`src/design/ckq_pkg.sv`:
```
// ----------------------------------------------------------------------------
// ckq_pkg
// Shared types, widths and request codes of the prescaler and scancode queue.
// ----------------------------------------------------------------------------
`default_nettype none

package ckq_pkg;

	localparam int QUEUE_DEPTH = 256;
	localparam int QIDX_W      = $clog2(QUEUE_DEPTH);
	localparam int QCNT_W      = $clog2(QUEUE_DEPTH + 1);

	localparam int CYC_W   = 10;
	localparam int FAST_W  = 5;
	localparam int SLOW_W  = 12;
	localparam int SUM_W   = CYC_W + 1;
	localparam int TICK_W  = 9;
	localparam int BYTE_W  = 8;

	localparam int PORTB_SPK_BIT  = 0;
	localparam int PORTB_RAMS_BIT = 2;
	localparam int PORTB_KBD_BIT  = 7;

	localparam int CFG_IDX_W = 2;

	typedef enum logic [2:0] {
		REQ_ADVANCE = 3'd0,
		REQ_PUSH    = 3'd1,
		REQ_READ_A  = 3'd2,
		REQ_READ_C  = 3'd3,
		REQ_WRITE_B = 3'd4
	} req_t;

	typedef enum logic [CFG_IDX_W-1:0] {
		CFG_SWITCHES = 2'd0,
		CFG_RAM_LOW  = 2'd1,
		CFG_RAM_HIGH = 2'd2
	} cfg_reg_t;

	typedef struct packed {
		logic              fast;
		logic [TICK_W-1:0] ticks;
		logic              slow;
	} tick_t;

	typedef struct packed {
		logic push;
		logic slow_tick;
	} q_ctl_t;

	typedef struct packed {
		logic irq;
		logic dropped;
	} q_stat_t;

endpackage

`default_nettype wire

```
`src/design/ckq_ram.sv`:
```
// ----------------------------------------------------------------------------
// ckq_ram
// Generic single-write, single-read RAM with registered read data.
// ----------------------------------------------------------------------------
`default_nettype none

module ckq_ram #(
	parameter int WIDTH = 8,
	parameter int DEPTH = 256
) (
	input  wire logic                     clk,
	input  wire logic                     we,
	input  wire logic [$clog2(DEPTH)-1:0] waddr,
	input  wire logic [WIDTH-1:0]         wdata,
	input  wire logic                     re,
	input  wire logic [$clog2(DEPTH)-1:0] raddr,
	output logic      [WIDTH-1:0]         rdata
);

	logic [WIDTH-1:0] mem_q [DEPTH];

	always_ff @(posedge clk) begin
		if (we) begin
			mem_q[waddr] <= wdata;
		end
		if (re) begin
			rdata <= mem_q[raddr];
		end
	end

endmodule

`default_nettype wire

```
`src/design/ckq_prescale.sv`:
```
// ----------------------------------------------------------------------------
// ckq_prescale
// Prescaler with a 5-bit fast accumulator feeding a 12-bit slow divider.
// ----------------------------------------------------------------------------
`default_nettype none

module ckq_prescale (
	input  wire logic                      clk,
	input  wire logic                      arst_n,
	input  wire logic                      advance,
	input  wire logic [ckq_pkg::CYC_W-1:0] cycle_count,
	output ckq_pkg::tick_t                 tick
);

	import ckq_pkg::*;

	logic [FAST_W-1:0] fast_q;
	logic [SLOW_W-1:0] slow_q;
	logic [SUM_W-1:0]  sum;
	logic [SUM_W-1:0]  whole;
	logic [SLOW_W:0]   slow_sum;
	logic              fired;

	assign sum      = SUM_W'(fast_q) + SUM_W'(cycle_count);
	assign fired    = |sum[SUM_W-1:FAST_W];
	assign whole    = {sum[SUM_W-1:FAST_W], {FAST_W{1'b0}}};
	assign slow_sum = {1'b0, slow_q} + (SLOW_W+1)'(whole);

	assign tick.fast  = fired;
	assign tick.ticks = fired ? TICK_W'({sum[SUM_W-1:FAST_W], 3'b000}) : '0;
	assign tick.slow  = fired & slow_sum[SLOW_W];

	always_ff @(posedge clk or negedge arst_n) begin
		if (!arst_n) begin
			fast_q <= '0;
			slow_q <= '0;
		end else if (advance) begin
			fast_q <= sum[FAST_W-1:0];
			if (fired) begin
				slow_q <= slow_sum[SLOW_W-1:0];
			end
		end
	end

endmodule

`default_nettype wire

```
`src/design/ckq_queue.sv`:
```
// ----------------------------------------------------------------------------
// ckq_queue
// Scancode queue: store, read and write pointers, and the scancode latch.
// ----------------------------------------------------------------------------
`default_nettype none

module ckq_queue (
	input  wire logic                       clk,
	input  wire logic                       arst_n,
	input  wire ckq_pkg::q_ctl_t            ctl,
	input  wire logic [ckq_pkg::BYTE_W-1:0] push_data,
	output ckq_pkg::q_stat_t                stat,
	output logic      [ckq_pkg::BYTE_W-1:0] latch
);

	import ckq_pkg::*;

	logic [QCNT_W-1:0] rd_q;
	logic [QCNT_W-1:0] wr_q;
	logic [QCNT_W-1:0] rd_next;
	logic              latched_q;
	logic              full;
	logic              pop;
	logic              wr_en;
	logic [BYTE_W-1:0] ram_rdata;

	assign full    = wr_q >= QCNT_W'(QUEUE_DEPTH);
	assign pop     = ctl.slow_tick & (rd_q < wr_q);
	assign wr_en   = ctl.push & ~full;
	assign rd_next = rd_q + QCNT_W'(1);

	assign stat.irq     = pop;
	assign stat.dropped = ctl.push & full;

	ckq_ram #(
		.WIDTH(BYTE_W),
		.DEPTH(QUEUE_DEPTH)
	) u_store (
		.clk  (clk),
		.we   (wr_en),
		.waddr(wr_q[QIDX_W-1:0]),
		.wdata(push_data),
		.re   (pop),
		.raddr(rd_q[QIDX_W-1:0]),
		.rdata(ram_rdata)
	);

	assign latch = latched_q ? ram_rdata : '0;

	always_ff @(posedge clk or negedge arst_n) begin
		if (!arst_n) begin
			rd_q      <= '0;
			wr_q      <= '0;
			latched_q <= 1'b0;
		end else begin
			if (wr_en) begin
				wr_q <= wr_q + QCNT_W'(1);
			end
			if (pop) begin
				latched_q <= 1'b1;
				if (rd_next == wr_q) begin
					rd_q <= '0;
					wr_q <= '0;
				end else begin
					rd_q <= rd_next;
				end
			end
		end
	end

endmodule

`default_nettype wire

```
`src/design/clock_prescaler_and_scancode_queue_top.sv`:
```
// ----------------------------------------------------------------------------
// clock_prescaler_and_scancode_queue_top
// Board glue: CPU-cycle prescaler, slow divider, scancode queue, PPI ports.
//
// Channel   Dir  Handshake             Contents
// s_axis    in   tvalid/tready         tuser: req_type; tdata: cycle_count, data_byte
// m_axis    out  tvalid/tready         tdata: read_data and status flags
// cfg       in   cfg_valid/cfg_ready   cfg_index, cfg_data (switch registers)
//
// One word per cycle unless m_axis stalls; words pass the input and result registers.
// The input register and the result register are the only stages; a stalled
// m_axis holds the result and lets one more word wait in the input register.
// Reset clears pointers, dividers, port B and restores the switch defaults.
// cfg_ready is always high; the scancode store needs no clearing pass.
// ----------------------------------------------------------------------------
`default_nettype none

module clock_prescaler_and_scancode_queue_top (
	input  wire logic                          clk,
	input  wire logic                          arst_n,
	input  wire logic                          s_axis_tvalid,
	output logic                               s_axis_tready,
	input  wire logic [23:0]                   s_axis_tdata,  // cycle_count, data_byte
	input  wire logic [2:0]                    s_axis_tuser,  // req_type
	output logic                               m_axis_tvalid,
	input  wire logic                          m_axis_tready,
	// read_data, fast_strobe, timer_ticks, slow_strobe, keyboard_irq,
	// speaker_gate, key_dropped
	output logic      [23:0]                   m_axis_tdata,
	input  wire logic                          cfg_valid,
	output logic                               cfg_ready,
	input  wire logic [ckq_pkg::CFG_IDX_W-1:0] cfg_index,
	input  wire logic [7:0]                    cfg_data
);

	import ckq_pkg::*;

	logic              s1_valid_q;
	logic [2:0]        req_s1;
	logic [CYC_W-1:0]  cycles_s1;
	logic [BYTE_W-1:0] data_s1;

	logic              out_valid_q;
	logic [21:0]       out_q;

	logic [BYTE_W-1:0] switches_q;
	logic [3:0]        ram_low_q;
	logic              ram_high_q;
	logic [BYTE_W-1:0] port_b_q;

	logic              commit;
	logic              is_adv;
	tick_t             tick;
	q_ctl_t            qctl;
	q_stat_t           qstat;
	logic [BYTE_W-1:0] latch;
	logic [BYTE_W-1:0] rd_data;
	logic              gate;
	logic [21:0]       result;

	assign commit        = s1_valid_q & (~out_valid_q | m_axis_tready);
	assign s_axis_tready = ~s1_valid_q | commit;
	assign cfg_ready     = 1'b1;

	always_ff @(posedge clk or negedge arst_n) begin
		if (!arst_n) begin
			s1_valid_q <= 1'b0;
		end else if (s_axis_tvalid & s_axis_tready) begin
			s1_valid_q <= 1'b1;
		end else if (commit) begin
			s1_valid_q <= 1'b0;
		end
	end

	always_ff @(posedge clk) begin
		if (s_axis_tvalid & s_axis_tready) begin
			req_s1    <= s_axis_tuser;
			cycles_s1 <= s_axis_tdata[9:0];
			data_s1   <= s_axis_tdata[17:10];
		end
	end

	assign is_adv = req_s1 == REQ_ADVANCE;

	ckq_prescale u_prescale (
		.clk        (clk),
		.arst_n     (arst_n),
		.advance    (commit & is_adv),
		.cycle_count(cycles_s1),
		.tick       (tick)
	);

	assign qctl.push      = commit & (req_s1 == REQ_PUSH);
	assign qctl.slow_tick = commit & is_adv & tick.slow;

	ckq_queue u_queue (
		.clk      (clk),
		.arst_n   (arst_n),
		.ctl      (qctl),
		.push_data(data_s1),
		.stat     (qstat),
		.latch    (latch)
	);

	always_comb begin
		rd_data = '0;
		gate    = port_b_q[PORTB_SPK_BIT];
		unique case (req_s1)
			REQ_READ_A: begin
				rd_data = port_b_q[PORTB_KBD_BIT] ? switches_q : latch;
			end
			REQ_READ_C: begin
				rd_data = port_b_q[PORTB_RAMS_BIT] ? BYTE_W'(ram_high_q)
				                                   : BYTE_W'(ram_low_q);
			end
			REQ_WRITE_B: begin
				gate = data_s1[PORTB_SPK_BIT];
			end
			default: begin
				rd_data = '0;
			end
		endcase
	end

	assign result = {
		(req_s1 == REQ_PUSH) & qstat.dropped,
		gate,
		is_adv & qstat.irq,
		is_adv & tick.slow,
		is_adv ? tick.ticks : TICK_W'(0),
		is_adv & tick.fast,
		rd_data
	};

	always_ff @(posedge clk or negedge arst_n) begin
		if (!arst_n) begin
			port_b_q   <= '0;
			switches_q <= 8'd60;
			ram_low_q  <= '0;
			ram_high_q <= 1'b0;
		end else begin
			if (commit & (req_s1 == REQ_WRITE_B)) begin
				port_b_q <= data_s1;
			end
			if (cfg_valid & cfg_ready) begin
				unique case (cfg_index)
					CFG_SWITCHES: switches_q <= cfg_data;
					CFG_RAM_LOW:  ram_low_q  <= cfg_data[3:0];
					CFG_RAM_HIGH: ram_high_q <= cfg_data[0];
					default: begin
					end
				endcase
			end
		end
	end

	always_ff @(posedge clk or negedge arst_n) begin
		if (!arst_n) begin
			out_valid_q <= 1'b0;
		end else if (commit) begin
			out_valid_q <= 1'b1;
		end else if (m_axis_tready) begin
			out_valid_q <= 1'b0;
		end
	end

	always_ff @(posedge clk) begin
		if (commit) begin
			out_q <= result;
		end
	end

	assign m_axis_tvalid = out_valid_q;
	assign m_axis_tdata  = {2'b00, out_q};

endmodule

`default_nettype wire
```
`config.mk`:
```
export PLATFORM = sky130hd
export DESIGN_NAME = clock_prescaler_and_scancode_queue_top
export DESIGN_NICKNAME = d
export VERILOG_FILES = /design/src/design/ckq_pkg.sv /design/src/design/ckq_ram.sv /design/src/design/ckq_prescale.sv /design/src/design/ckq_queue.sv /design/src/design/clock_prescaler_and_scancode_queue_top.sv
export SDC_FILE = /design/constraint.sdc
export NUM_CORES = 2
export LEC_CHECK = 0
export ABC_AREA = 1
export BUFFER_PORTS_ARGS = -buffer_cell sky130_fd_sc_hd__buf_2
export CORE_MARGIN = 2
export CORE_UTILIZATION = 31
export CTS_CLUSTER_DIAMETER = 60
export DETAILED_ROUTE_END_ITERATION = 6
export PLACE_DENSITY = 0.49
export RECOVER_POWER = 100
export SYNTH_ARGS = -nofsm -noshare
export SYNTH_HDL_FRONTEND = slang
export SYNTH_SLANG_ARGS = --single-unit
```
`constraint.sdc`:
```
create_clock -name clk -period 4.2 [get_ports clk]
set_input_delay 0.63 -clock clk [delete_from_list [all_inputs] [get_ports clk]]
set_output_delay 0.63 -clock clk [all_outputs]
set_load 0.005 [all_outputs]
```
==> metrics.md <==
| Metric | Value |
|---|---|
| Mapped Cells | `7689` |
| Global-route wire length before repair | `372000 µm` |
| Worst-path clk slew | `around 0.06 ns` |
| Layout Cell Area excl Fill | `around 100000 µm²` |
| Final setup margin | `0.408 ns` |
| Worst Path Buf+Inv | `2` |
| Avg Cell Area, Syn | `11.5 µm²` |
| Detail Route Antenna Nets | `0` |
| H-Tree Level Count | `4` |
| Final setup viols | `0` |
| TNS Setup | `0 ns` |
| Worst rel slew slack | `-139%` |
| Vias in the first global route | `approximately 55000` |
| Logic gate share of total power | `about 3.4%` |
| Fin nets | `7757` |
| Top layer in use | `met4` |
| Placed wire-length estimate | `about 140000 µm` |
| Power Density | `446 nW/µm²` |
| Sw Share | `a little over a fifth` |
| Routed length on met1 | `around 110000 µm` |
| Initial DRC Count | `between 5000 and 6000` |
| Final weighted congestion in routability-driven placement | `roughly 0.85` |
| Worst-Margin Slew | `roughly 3.6 ns` |
| Worst Setup End Kind | `register` |
| Status | `finished, violations left` |
| Worst-Skew Late Latency | `roughly 0.86 ns` |
| Register area share after synthesis | `between 70% and 80%` |
| Hold Worst Slack | `between 0.03 and 0.04 ns` |
| Vias/cell | `4.90` |
| Commonest non-fill, non-tap cell in the layout | `nand2_1` |
| Via count | `roughly 57000` |
| Setup CP Type | `register to register` |
| Synth Warn # | `0` |
| Fraction of layout cells with a size suffix above 1 | `6.51%` |
| CP arrival | `~4.3 ns` |
| Fin crit share | `90.3%` |
| CTS tree | `done` |
| Netlist cell types | `between 40 and 50` |
| Wire length on met3 | `16500 µm` |
| Drt first pass iters | `7` |
| DIE WIDTH | `538 µm` |
| Startpoint types | `register` |
| Area grow syn2layout | `12.7%` |
| Synth area leader | `edfxtp_1` |
| TritonCTS Sinks | `~2100` |
| Max Cap Viol | `17` |
| Resized cells post-CTS | `0` |
| Cell Chain, Critical Path | `a21oi_1, nand4_1, nor2_1, inv_4, nor2_4, nand2_1, buf_12, nor2_1` |
| I/O pin cnt | `69` |
| Final hold violation count | `0` |
| Cell area after synthesis | `between 80000 and 90000 µm²` |
| Total design power | `44.4 mW` |
| Clock power share | `42.9%` |
| Largest net degree at the start of global routing | `between 150 and 200` |
| Starting Density | `31.1%` |
| Failing checks | `design-rule violations, max-capacitance violations, max-slew violations` |
| Setup Skew | `roughly 0.03 ns` |
| CP required | `approximately 4.7 ns` |
| Post-placement setup slack | `roughly 0.55 ns` |
| Worst path top cell family by delay | `simple AND/OR/NAND/NOR gates` |
| Share of power burned in registers | `53.8%` |
| Final wirelength | `roughly 260000 µm` |
| Number of antenna violations at the first check in global routing | `7` |
| Max incr delay on CP | `0.59 ns` |
| #FFs+latches synth | `roughly 2100` |
| F_max | `between 0.2 and 0.3 GHz` |
| Routed wire length per instance | `~22 µm` |
| Met2 WL post-DR | `approximately 120000 µm` |
| CTS buffer count | `between 200 and 250` |
| Worst-path cell with the longest stage delay | `nor2_1` |
| Most used cell, CP | `nor2_1` |
| Synth top area share | `slightly above 70%` |
| Total die area | `~290000 µm²` |
| Filler Cells Inserted | `roughly 28000` |
| Final Max Slew Viols | `roughly 1900` |
| DP Area | `approximately 93000 µm²` |
| GR Overflow Total | `0` |
| Tmin final | `roughly 3.8 ns` |
| Hold Crit Class | `primary input to register` |
| Setup repair after global routing missed its margin | `false` |
| Clock Tree Root | `clkbuf_16` |
| CTS Buffer Depth | `3` |
| Row count | `~200` |
| Port Buf Inserts | `56` |
| Placeable Area | `between 200000 and 300000 µm²` |
| Largest fanout on the critical path | `11` |
| Leak | `~35 nW` |
| DRC Markers | `3` |
| Internal power | `~35 mW` |
| Switching power | `about 9.5 mW` |
| VDD IR max | `0.361 mV` |
| Chip height | `around 540 µm` |
| Synth area leaders | `edfxtp_1, nand2_1, nand3_1` |
| Most frequent cells in the layout | `nand2_1, edfxtp_1, nand3_1` |
| Gr usage total | `between 10% and 20%` |
synth_stat cells, drive strengths merged:
library cell and instances:
nand2 2976, edfxtp 2096, nand3 1337, buf 395
nor2 311, a21oi 255, inv 82, clkbuf 72
dfrtp 45, o21ai 31, ha 25, xor2 13
nor3 11, xnor2 6, mux2 5, nand4 5
a22oi 4, dfstp 4, nand3b 3, or2 3
a21o 2, clkinv 2, conb 2, fa 2
o211ai 1, o41ai 1
stage by stage:
stage | util [%] | std cells
2_1_floorplan | - | 7693
3_3_place_gp | 32.6 | 11199
3_5_place_dp | 32.6 | 11199
4_1_cts | 35.2 | 11643
5_1_grt | 35.0 | 11646
6_report | 35.0 | 11647
worst paths after layout:
kind	from	endpoint	slack, ns	cells after the start
setup reg to reg	m_axis_tvalid	u_queue.u_store.mem_q[4][7]	0.41	8
min in group asynchronous	arst_n	u_prescale.slow_q[5]	0.27	2
hold reg to reg	u_queue.latched_q	u_queue.latched_q	0.46	2
hold / removal	m_axis_tready	m_axis_tvalid	0.04	4
max in group asynchronous	arst_n	u_queue.rd_q[3]	2.84	3
setup / recovery	m_axis_tvalid	u_queue.u_store.mem_q[4][7]	0.41	8
flip-flops by register name (all words and copies together), names as in the netlist, 4 cells and up:
register and count:
data_s1 8, u_prescale.slow_q 7, u_queue.u_store.mem_q 2048, out_q 19
u_queue.rd_q 9, u_queue.u_store.rdata 8, cycles_s1 10, switches_q 8
u_prescale.fast_q 5, ram_low_q 4, u_queue.wr_q 9
layer usage:
metal	up-vias	track usage, %
li1	26652	-
met1	28301	23.9
met2	1768	28.2
met3	355	2.55
met4	0	5.29
met5	-	0
worst register-to-register path, cell delays in order (launching register included):
cell and delay [ns]:
dfrtp_1 0.41, a21oi_1 0.25, nand4_1 0.35, nor2_1 0.53
inv_4 0.16, nor2_4 0.17, nand2_1 0.52, buf_12 0.41
nor2_1 0.62
logic make-up after synthesis:
group / share of synthesized area (%)
adders and majority gates: 0.399
muxes: 0.0637
xor gates and xnor gates: 0.205
AOI/OAI and AO/OA: 1.71
and+or+nand+nor: 21.9
other: 0.00849
DFF: 72.6
buffers and inverters: 3.14
power by group through the flow:
stage          registers [mW]  clock network (mW)  logic, mW
2_1_floorplan            24.5                   0      0.736
3_3_place_gp             24.3                   0       1.56
3_5_place_dp             24.3                   0       1.56
4_1_cts                  23.8                19.4       1.58
5_1_grt                  23.9                20.2       1.68
6_report                 23.9                19.0       1.50
what timing repair did:
item / in CTS / in global routing
endpoints found under the hold margin: 33 / 0
setup buffers: 0 / 0
hold buffers: 27 / 0
area by class of cell:
type                            instances  area [µm²]  share of cell area [%]
Sequential cell                      2145       64200                    64.4
Multi-Input combinational cell       4997       21400                    21.5
Clock buffer                          293        5950                    5.97
Tap cell                             3762        4710                    4.72
Timing Repair Buffer                  238        2020                    2.03
Clock inverter                        124        1030                    1.03
Inverter                               84         353                   0.354
Antenna cell                            4        10.0                  0.0100
Power figures use the tool's default switching activity.
